**config.mk**
```make
export PLATFORM = sky130hd
export DESIGN_NAME = circle_point_generator_unit
export DESIGN_NICKNAME = d
export VERILOG_FILES = /design/src/rtl/cpg_pkg.sv /design/src/rtl/cpg_front.sv /design/src/rtl/cpg_queue.sv /design/src/rtl/cpg_back.sv /design/src/rtl/circle_point_generator_unit.sv
export SDC_FILE = /design/constraint.sdc
export NUM_CORES = 1
export LEC_CHECK = 0
export BUFFER_PORTS_ARGS = -buffer_cell sky130_fd_sc_hd__buf_2
export CAP_MARGIN = 20
export CORE_ASPECT_RATIO = 0.9
export CORE_MARGIN = 5
export CORE_UTILIZATION = 50
export CTS_CLUSTER_SIZE = 10
export DETAILED_ROUTE_END_ITERATION = 12
export GPL_TIMING_DRIVEN = 0
export PLACE_DENSITY = 0.78
export SETUP_SLACK_MARGIN = 0.3
export SLEW_MARGIN = 40
export SYNTH_ARGS = -nofsm -noshare
export SYNTH_HDL_FRONTEND = slang
export SYNTH_SLANG_ARGS = --single-unit
```
**constraint.sdc**
```tcl
create_clock -name clk -period 8.7 [get_ports clk]
set_input_delay 1.305 -clock clk [delete_from_list [all_inputs] [get_ports clk]]
set_output_delay 1.305 -clock clk [all_outputs]
set_load 0.005 [all_outputs]
```
**src/rtl/cpg_pkg.sv**
```systemverilog
// ----------------------------------------------------------------------------
// cpg_pkg
// Shared widths, op codes and the step job record for the circle point
// generator.
// ----------------------------------------------------------------------------
package cpg_pkg;

  // coordinate widths
  localparam int COORD_WIDTH = 10;
  localparam int Y_WIDTH     = COORD_WIDTH + 1;
  localparam int POINT_WIDTH = COORD_WIDTH + 2;
  // running error x*x + y*y - r*r, signed, with headroom
  localparam int ERR_WIDTH   = 2 * COORD_WIDTH + 4;

  // step job queue between front and back
  localparam int QUEUE_DEPTH = 4;
  localparam int QUEUE_AW    = $clog2(QUEUE_DEPTH);

  // points per step and point index width
  localparam int PTS_PER_STEP = 8;
  localparam int IDX_WIDTH    = $clog2(PTS_PER_STEP);

  // item op codes
  localparam logic OP_LOAD = 1'b0;
  localparam logic OP_STEP = 1'b1;

  // one step: octant position, centre and end-of-circle flag
  typedef struct packed {
    logic [COORD_WIDTH-1:0] x;
    logic [Y_WIDTH-1:0]     y;
    logic [COORD_WIDTH-1:0] cx;
    logic [COORD_WIDTH-1:0] cy;
    logic                   done;
  } job_t;

endpackage

```
**src/rtl/cpg_front.sv**
```systemverilog
// ----------------------------------------------------------------------------
// cpg_front
// Accepts load and step beats, keeps the circle state and the running
// midpoint error, and queues one job per step of an active circle.
// ----------------------------------------------------------------------------
module cpg_front (
  input  logic                            clk,
  input  logic                            rst,
  input  logic                            item_valid,
  output logic                            item_stall,
  input  logic                            op,
  input  logic [cpg_pkg::COORD_WIDTH-1:0] radius,
  input  logic [cpg_pkg::COORD_WIDTH-1:0] center_x,
  input  logic [cpg_pkg::COORD_WIDTH-1:0] center_y,
  output logic                            push,
  output cpg_pkg::job_t                   push_job,
  input  logic                            queue_full
);

  localparam int CW = cpg_pkg::COORD_WIDTH;
  localparam int YW = cpg_pkg::Y_WIDTH;
  localparam int EW = cpg_pkg::ERR_WIDTH;

  logic                 active;
  logic [CW-1:0]        cur_x;
  logic [YW-1:0]        cur_y;
  logic signed [EW-1:0] err;
  logic [CW-1:0]        cx;
  logic [CW-1:0]        cy;

  logic                 accept;
  logic signed [EW-1:0] two_y_p1;
  logic signed [EW-1:0] two_x_m1;
  logic signed [EW-1:0] err_prev;
  logic [EW-1:0]        abs_err;
  logic [EW-1:0]        abs_prev;
  logic                 dec;
  logic signed [EW-1:0] err_next;
  logic signed [YW+1:0] nx;
  logic signed [YW+1:0] ny;
  logic                 done;
  logic [CW-1:0]        cur_x_next;

  // handshake: hold off only when the job queue is full
  assign item_stall = queue_full;
  assign accept     = item_valid && !item_stall;

  // midpoint decision from the running error
  always_comb begin
    two_y_p1 = $signed({{(EW-YW-1){1'b0}}, cur_y, 1'b1});
    two_x_m1 = $signed({{(EW-CW-1){1'b0}}, cur_x, 1'b0}) - $signed(EW'(1));
    err_prev = err - two_y_p1 + $signed(EW'(2));
    abs_err  = err[EW-1] ? $unsigned(-err) : $unsigned(err);
    abs_prev = err_prev[EW-1] ? $unsigned(-err_prev) : $unsigned(err_prev);
    dec      = abs_err > abs_prev;
    err_next = err + two_y_p1 - (dec ? two_x_m1 : $signed(EW'(0)));
    nx       = $signed({{(YW-CW+2){1'b0}}, cur_x}) - $signed((YW+2)'(dec));
    ny       = $signed({2'b00, cur_y}) + $signed((YW+2)'(1));
    done     = ny > nx;
    cur_x_next = nx[YW+1] ? '0 : nx[CW-1:0];
  end

  // job for the back end, taken from the position before the update
  assign push = accept && (op == cpg_pkg::OP_STEP) && active;
  always_comb begin
    push_job.x    = cur_x;
    push_job.y    = cur_y;
    push_job.cx   = cx;
    push_job.cy   = cy;
    push_job.done = done;
  end

  // circle state
  always_ff @(posedge clk) begin
    if (rst) begin
      active <= 1'b0;
      cur_x  <= '0;
      cur_y  <= '0;
      err    <= '0;
      cx     <= '0;
      cy     <= '0;
    end else if (accept && (op == cpg_pkg::OP_LOAD)) begin
      active <= 1'b1;
      cur_x  <= radius;
      cur_y  <= '0;
      err    <= '0;
      cx     <= center_x;
      cy     <= center_y;
    end else if (push) begin
      active <= !done;
      cur_x  <= cur_x_next;
      cur_y  <= ny[YW-1:0];
      err    <= err_next;
    end
  end

endmodule

```
**src/rtl/cpg_queue.sv**
```systemverilog
// ----------------------------------------------------------------------------
// cpg_queue
// Small register queue of step jobs between front and back.
// ----------------------------------------------------------------------------
module cpg_queue (
  input  logic          clk,
  input  logic          rst,
  input  logic          push,
  input  cpg_pkg::job_t push_job,
  output logic          full,
  input  logic          pop,
  output cpg_pkg::job_t head,
  output logic          empty
);

  localparam int QD = cpg_pkg::QUEUE_DEPTH;
  localparam int AW = cpg_pkg::QUEUE_AW;

  cpg_pkg::job_t entries [QD];
  logic [AW-1:0] wr_ptr;
  logic [AW-1:0] rd_ptr;
  logic [AW:0]   count;

  assign full  = count == (AW+1)'(QD);
  assign empty = count == '0;
  assign head  = entries[rd_ptr];

  // storage
  always_ff @(posedge clk) begin
    if (push) begin
      entries[wr_ptr] <= push_job;
    end
  end

  // pointers and fill count
  always_ff @(posedge clk) begin
    if (rst) begin
      wr_ptr <= '0;
      rd_ptr <= '0;
      count  <= '0;
    end else begin
      if (push) begin
        wr_ptr <= wr_ptr + AW'(1);
      end
      if (pop) begin
        rd_ptr <= rd_ptr + AW'(1);
      end
      if (push && !pop) begin
        count <= count + (AW+1)'(1);
      end else if (pop && !push) begin
        count <= count - (AW+1)'(1);
      end
    end
  end

endmodule

```
**src/rtl/cpg_back.sv**
```systemverilog
// ----------------------------------------------------------------------------
// cpg_back
// Walks the eight mirrored points of the job at the queue head, one per
// cycle while point_stall does not hold the output, into the output register.
// ----------------------------------------------------------------------------
module cpg_back (
  input  logic                            clk,
  input  logic                            rst,
  input  cpg_pkg::job_t                   head,
  input  logic                            empty,
  output logic                            pop,
  output logic                            point_valid,
  input  logic                            point_stall,
  output logic [cpg_pkg::POINT_WIDTH-1:0] point_x,
  output logic [cpg_pkg::POINT_WIDTH-1:0] point_y,
  output logic                            last_of_step,
  output logic                            circle_done
);

  localparam int YW = cpg_pkg::Y_WIDTH;
  localparam int PW = cpg_pkg::POINT_WIDTH;
  localparam int IW = cpg_pkg::IDX_WIDTH;

  logic [IW-1:0] idx;
  logic          advance;
  logic          last;
  logic [YW-1:0] off_x;
  logic [YW-1:0] off_y;
  logic [PW-1:0] px;
  logic [PW-1:0] py;

  assign advance = !empty && (!point_valid || !point_stall);
  assign last    = idx == IW'(cpg_pkg::PTS_PER_STEP - 1);
  assign pop     = advance && last;

  // point select: upper half swaps x and y, bit 1 negates column, bit 0 row
  always_comb begin
    off_x = idx[2] ? head.y : {1'b0, head.x};
    off_y = idx[2] ? {1'b0, head.x} : head.y;
    px = idx[1] ? {2'b00, head.cx} - {1'b0, off_x} : {2'b00, head.cx} + {1'b0, off_x};
    py = idx[0] ? {2'b00, head.cy} - {1'b0, off_y} : {2'b00, head.cy} + {1'b0, off_y};
  end

  // point index and output valid
  always_ff @(posedge clk) begin
    if (rst) begin
      idx         <= '0;
      point_valid <= 1'b0;
    end else if (advance) begin
      idx         <= idx + IW'(1);
      point_valid <= 1'b1;
    end else if (!point_stall) begin
      point_valid <= 1'b0;
    end
  end

  // output beat payload
  always_ff @(posedge clk) begin
    if (advance) begin
      point_x      <= px;
      point_y      <= py;
      last_of_step <= last;
      circle_done  <= last && head.done;
    end
  end

endmodule

```
**src/rtl/circle_point_generator_unit.sv**
```systemverilog
// ----------------------------------------------------------------------------
// circle_point_generator_unit
// Midpoint circle rasterizer with eight-way symmetry.
//
// Input channel (item_valid / item_stall): op selects load or step. A load
// beat takes radius, center_x and center_y and starts a new circle; it makes
// no points. A step beat of an active circle queues one job of eight points;
// a step with no active circle is dropped.
// Output channel (point_valid / point_stall): one point per beat, unclipped
// two's complement, last_of_step on the eighth point, circle_done on the
// eighth point of the step that ends the circle.
// The first point of a step passes through the queue write and then the
// output register. Throughput: the single output register drains one point
// a cycle while point_stall is low; the front keeps taking beats while a
// four-entry job queue has room and raises item_stall only when it is full.
// Reset (rst, synchronous) drops the active circle, empties the queue and
// clears point_valid. A stalled output beat holds its payload, and the queue
// then fills behind it.
// ----------------------------------------------------------------------------
module circle_point_generator_unit (
  input  logic                            clk,
  input  logic                            rst,
  input  logic                            item_valid,
  output logic                            item_stall,
  input  logic                            op,
  input  logic [cpg_pkg::COORD_WIDTH-1:0] radius,
  input  logic [cpg_pkg::COORD_WIDTH-1:0] center_x,
  input  logic [cpg_pkg::COORD_WIDTH-1:0] center_y,
  output logic                            point_valid,
  input  logic                            point_stall,
  output logic [cpg_pkg::POINT_WIDTH-1:0] point_x,
  output logic [cpg_pkg::POINT_WIDTH-1:0] point_y,
  output logic                            last_of_step,
  output logic                            circle_done
);

  logic          push;
  cpg_pkg::job_t push_job;
  logic          queue_full;
  logic          pop;
  cpg_pkg::job_t head;
  logic          empty;

  // front: item intake and circle state
  cpg_front u_front (
    .clk        (clk),
    .rst        (rst),
    .item_valid (item_valid),
    .item_stall (item_stall),
    .op         (op),
    .radius     (radius),
    .center_x   (center_x),
    .center_y   (center_y),
    .push       (push),
    .push_job   (push_job),
    .queue_full (queue_full)
  );

  // job queue
  cpg_queue u_queue (
    .clk      (clk),
    .rst      (rst),
    .push     (push),
    .push_job (push_job),
    .full     (queue_full),
    .pop      (pop),
    .head     (head),
    .empty    (empty)
  );

  // back: point emission
  cpg_back u_back (
    .clk          (clk),
    .rst          (rst),
    .head         (head),
    .empty        (empty),
    .pop          (pop),
    .point_valid  (point_valid),
    .point_stall  (point_stall),
    .point_x      (point_x),
    .point_y      (point_y),
    .last_of_step (last_of_step),
    .circle_done  (circle_done)
  );

endmodule

```
* Yosys cells after proc, flatten, opt, wreduce, memory -nomap -nowiden *
Memory sizes are Yosys's and may differ from the RTL's. A register that Yosys moved wholly into a read port is not among the register bits.
Index checks and enable logic that the tools add are counted.

storage, ports and cells
  register bits = 103
  memory bits (writable) = 168
  input bits = 35
  output and inout port bits = 28
  word-level logic and storage cells = 81
  memories = 1

cells by class
  add/sub/neg operators = 18
  order comparisons = 2
  eq/ne operators = 3
  mux-type cells = 20
  bitwise logic cells = 1
  reductions and logical operators = 21

memories
  name             words  bits a word  read ports  clocked after memory_dff  wr ports  line             source
  u_queue.entries  4      42           1           1                         1         cpg_queue.sv:19  cpg_pkg::job_t entries [QD];

operators with widths
  cell                                                count
  2-to-1 mux 24 bit                                   3
  negator 24 bit                                      2
  2-to-1 mux 10 bit                                   3
  adder 10 x 11 -> 12 bit                             2
  adder 24 x 13 -> 24 bit                             1
  adder 24 x 3 -> 24 bit, second input constant       1
  > comparator 24 bit                                 1
  2-to-1 mux 12 bit                                   2
  subtractor 10 x 11 -> 12 bit                        2
  subtractor 24 x 13 -> 24 bit                        1
  subtractor 24 bit                                   1
  2-to-1 mux 11 bit                                   2
  > comparator 13 bit                                 1
  adder 11 x 1 -> 12 bit, second input constant       1
  subtractor 11 x 1 -> 12 bit, second input constant  1
  subtractor 10 x 1 -> 11 bit                         1
  logical AND 1 bit                                   9
  logical NOT 1 bit                                   7
  adder 3 x 1 -> 3 bit, second input constant         2
  equality test 3 bit, second input constant          2
  2-to-1 mux 1 bit                                    6
  2-to-1 mux 3 bit                                    2
  adder 2 x 1 -> 2 bit, second input constant         2
  2-to-1 mux 2 bit                                    2
  7 further kinds                                     8

* Longest topological paths before layout *
  word-level depth = 10
  mapped depth = 35
  gate-level depth less buffers = 33

* Cells and area by module *
From an unflattened synthesis, not the netlist that was laid out.

unflattened totals
  cells, all modules = 1542
  area total of the unflattened synthesis = 16908.7 um2

modules (own cells, without submodules)
  module     times used  cells an instance  area an instance (um2)  sequential area each (um2)
  cpg_front  1           1005               7706.1                  1321.3
  cpg_queue  1           264                6542.5                  5225.0
  cpg_back   1           273                2660.1                  860.8

* Worst setup path after synthesis *
No wires, ideal clock.

  path kind = flip-flop to flip-flop
  from = reg u_front.cur_y[0]
  to = reg u_front.err[23]
  setup time = 70 ps
  data arrival time = 8429 ps
  data required time = 8630 ps
  path slack = 201 ps
  stages on the path, launching flop included = 33
  buffers on the path = 1
  clock period less this slack = 8499 ps
  path through = dfxtp_1 -> ha_1 -> inv_1 -> ha_1 -> fa_1 -> a21o_1 -> a221oi_2 -> o21ai_1 -> a21oi_1 -> o221ai_1 -> or2_2 -> or4b_4 -> o31ai_1 -> xnor2_1 -> ha_1 -> a21o_1 -> a211o_1 -> a2111oi_0 -> a31o_2 -> clkbuf_1 -> inv_1 -> nand2_1 -> fa_1 -> ha_1 -> a21o_1 -> a21o_1 -> nor4_1 -> o31ai_1 -> a2111oi_0 -> o31ai_1 -> xnor2_1 -> or3_1 -> a21oi_1

between the ends
  word-level cells in the longest chain between the ends = 7
  elaborated cells on any way between the ends = 8
  those cells by class = add/sub (5); order compare (1); mux (2)

RTL lines
  item                          line             source
  start: declaration            cpg_front.sv:26  logic [YW-1:0] cur_y;
  start signal: assignment      cpg_front.sv:92  cur_y <= ny[YW-1:0];
  subtractor 24 x 13 -> 24 bit  cpg_front.sv:52  err_prev = err - two_y_p1 + $signed(EW'(2));
  adder 24 x 3 -> 24 bit        cpg_front.sv:52
  negator 24 bit                cpg_front.sv:54  abs_prev = err_prev[EW-1] ? $unsigned(-err_prev) : $unsigned(err_prev);
  2-to-1 mux 24 bit             cpg_front.sv:54
  > comparator 24 bit           cpg_front.sv:55  dec = abs_err > abs_prev;
  2-to-1 mux 24 bit             cpg_front.sv:56  err_next = err + two_y_p1 - (dec ? two_x_m1 : $signed(EW'(0)));
  subtractor 24 bit (*)         cpg_front.sv:56
  end signal: assignment        cpg_front.sv:93  err <= err_next;
  end: declaration              cpg_front.sv:27  logic signed [EW-1:0] err;

Mark *: on every way between the ends. The rest lies on a longest branch, timed or not.
A chain may end at the register's enable or synchronous reset.

* Final worst setup path *
  from = reg u_front.cur_y[6]
  to = reg u_front.err[23]

Same word-level chain as after synthesis.

==> flow_metrics.tcl <==
set metrics [dict create \
    core_area_sq_mm 0.0331 \
    final_cell_mix "194 x edfxtp_1, 149 x nand2_1, 144 x ha_1" \
    drt_iter0_drc 1141 \
    outcome "complete, no violations" \
    slew_headroom_pct 47.0 \
    tightest_slew_ps 793 \
    grt_max_degree 36 \
    die_w_microns 204 \
    fin_cells 2130 \
    root_buffer "clkbuf_16" \
    antenna_left 0 \
    nFillCells 2678 \
    cts_tree "built" \
    grt_first_pass_wirelength_microns 66100 \
    rsz0062_at_grt "true" \
    end_kind "flip-flop" \
    hold_viol 0 \
    cts_made_buffers 31 \
    maxCapViolations 0 \
    area_growth_pct 14.2 \
    initial_utilization_pct 50.9 \
    report.final.slew_viol_count 0 \
    path_clk_slew_ps 70 \
    syn_inst 1567 \
    fin_area_sq_mm 0.0193 \
    ys_seq_elements 273 \
    detailedPlacementHpwl_microns 30500 \
    seqCellArea_sq_mm 0.00744 \
    place_ws_ps -1700 \
    synth.distinct_cells 78 \
    max-clock-path-buffers 3 \
    gp_congestion 0.895 \
    num_io_pins 63 \
    io_buffers 61 \
    fin_crit_ps 8140 \
    required_ps 9170 \
    multi_input_area_sq_mm 0.00917 \
    die-height_microns 184 \
    first_global_vias 12400 \
    cp_slowest_cell "or4_4" \
    dpl_cell_area_sq_mm 0.0178 \
    netlist_area_sq_mm 0.0169 \
    timing.setup.critical_path_class "reg2reg" \
    antenna_cells 0 \
    syn-num-nets 1766 \
    ys_warn_count 0 \
    start_kind "flip-flop" \
    wl_microns 41800 \
    ff2ff_setup_slack_ps 560 \
    hold_class "reg2reg" \
    hold_buffers 0 \
    fmaxAchievable_ghz 0.123 \
    drt_pass1_iterations 5 \
    cts.sink_count 273 \
    insertion_delay_ps 550 \
    rows 63 \
    seq_area_frac_synth_pct 43.9 \
    die_area_sq_mm 0.0375 \
    h-tree-depth 1 \
    synth_edf_count 194 \
    place_inst 2056 \
    arrival_ps 8610 \
    setup_viol 0 \
    fin_skew_ps 22.1 \
    vias 12700 \
    globalRouteOverflowTotal 0 \
    synth_ff_type "edfxtp_1" \
    crit_top_cell "ha_1" \
    finalWorstSetupSlack_ps 562 \
    crit_fanout 10 \
    finalCritPeriodShare_pct 93.5 \
    layout_commonest_cell "edfxtp_1" \
    avgSynthCellArea_sq_um 10.8 \
    drc 0 \
    finalNetCount 1886 \
    vias_per_cell 5.97 \
    grt_usage_pct 21.8 \
    wire_per_inst_microns 19.6 \
    drive_above_1_share_pct 15.7 \
    async_reset_ff_share_pct 0 \
    cpPeakStageDelay_ps 580 \
    antenna_found_initial 1 \
]
==> synthesized netlist by cell type, types with 4 or more instances <==
master     instances  area share [%]
a211oi_1          15            0.67
nand3_1           31            0.92
or2_2              7            0.26
o21bai_1          12            0.53
buf_2              8            0.24
clkbuf_1          44            0.98
o21ai_1            5            0.15
inv_1            104             2.3
mux4_2            42             5.6
or4_1              4            0.18
nor4_1             9            0.33
a31oi_1            8            0.30
mux2i_1           27             1.6
o21a_1            10            0.45
a21oi_1          106             3.1
nor2b_1           22            0.82
dfxtp_1           79             9.4
a21o_1            32             1.4
and2_1            13            0.48
fa_1              15             1.8
or3_1              9            0.33
and3_1            15            0.56
o21ai_0           54             1.6
a21boi_0           8            0.36
xor2_1            43             2.2
nor3_1            31            0.92
a2111oi_0          5            0.26
nand2_1          149             3.3
o41ai_1            4            0.21
nand4_1           10            0.37
a221oi_1           6            0.31
nand2b_1          10            0.37
and4_1             4            0.21
xnor2_1          107             5.6
o211ai_1           7            0.31
edfxtp_1         194              35
o31ai_1           13            0.58
ha_1             149              11
nor2_1            96             2.1
==> final cells by class <==
class | instances | share of cell area (%)
multi-input cells | 1131 | 47.6
flip-flops and latches | 273 | 38.7
clock buffers | 53 | 4.46
repair buffers | 87 | 3.02
well taps | 422 | 2.74
inverters | 105 | 2.09
plain buffers | 58 | 1.39
clock inverters | 1 | 0.0325
==> stage by stage <==
stage               utilization [%]  TNS [ps]  hold slack (ps)
floorplan                         -         0              450
global placement               53.5    -15630              457
detailed placement             53.9    -21690              468
CTS                            57.2         0              476
global route                   58.2         0              495
finish                         58.2         0              474
==> state kept, by name, indices dropped and copies added, names as in the netlist, 10 cells and up, named ones only <==
| register | flops |
|---|---|
| u_front.cx | 10 |
| u_front.err | 24 |
| u_front.cy | 10 |
| u_queue.entries | 168 |
| u_back.point_x | 12 |
| u_back.point_y | 12 |
| u_front.cur_x | 10 |
| u_front.cur_y | 11 |
==> path summary, 6_finish.rpt <==
check | to | from | depth (start not counted)
worst max-delay path | u_front.err[23] | u_front.cur_y[6] | 33
worst min-delay path | u_front.err[1] | u_front.err[1] | 2
worst max register to register | u_front.err[23] | u_front.cur_y[6] | 33
worst min register to register | u_front.err[1] | u_front.err[1] | 2
==> repair_timing <==
item                                    4_1_cts  5_1_grt
buffers inserted                              4       16
endpoints found under the setup margin       36       19
pin swaps                                     6       15
resized for setup                            42       58
==> layer usage <==
layer	share of wire (%)	GRT usage [%]	vias to the layer above	routed length (microns)
li1	-	-	5958	-
met1	43	31.0	6113	17900
met2	46	35.0	564	19300
met3	8.5	3.64	79	3560
met4	2.5	5.66	0	1040
met5	0	0	-	0
==> logic make-up after synthesis <==
family                     share of synthesized area [%]
xor gates and xnor gates                            7.79
buffers and inverters                               3.78
adders and majority gates                           12.8
muxes                                               7.21
AOI/OAI and AO/OA                                   12.5
DFF                                                 43.9
and+or+nand+nor                                     12.0
==> worst max-delay path: cells and delay by family (launching register included) <==
family,cells,cell delay (ps)
buf+inv,5,570
fa+ha+maj,6,1620
simple gates,5,2170
compound gates,15,3020
flops,1,390
xor+xnor,2,240
Power is not shown: default switching activity piles up to over one toggle a cycle in this logic, so the estimate is an artifact.
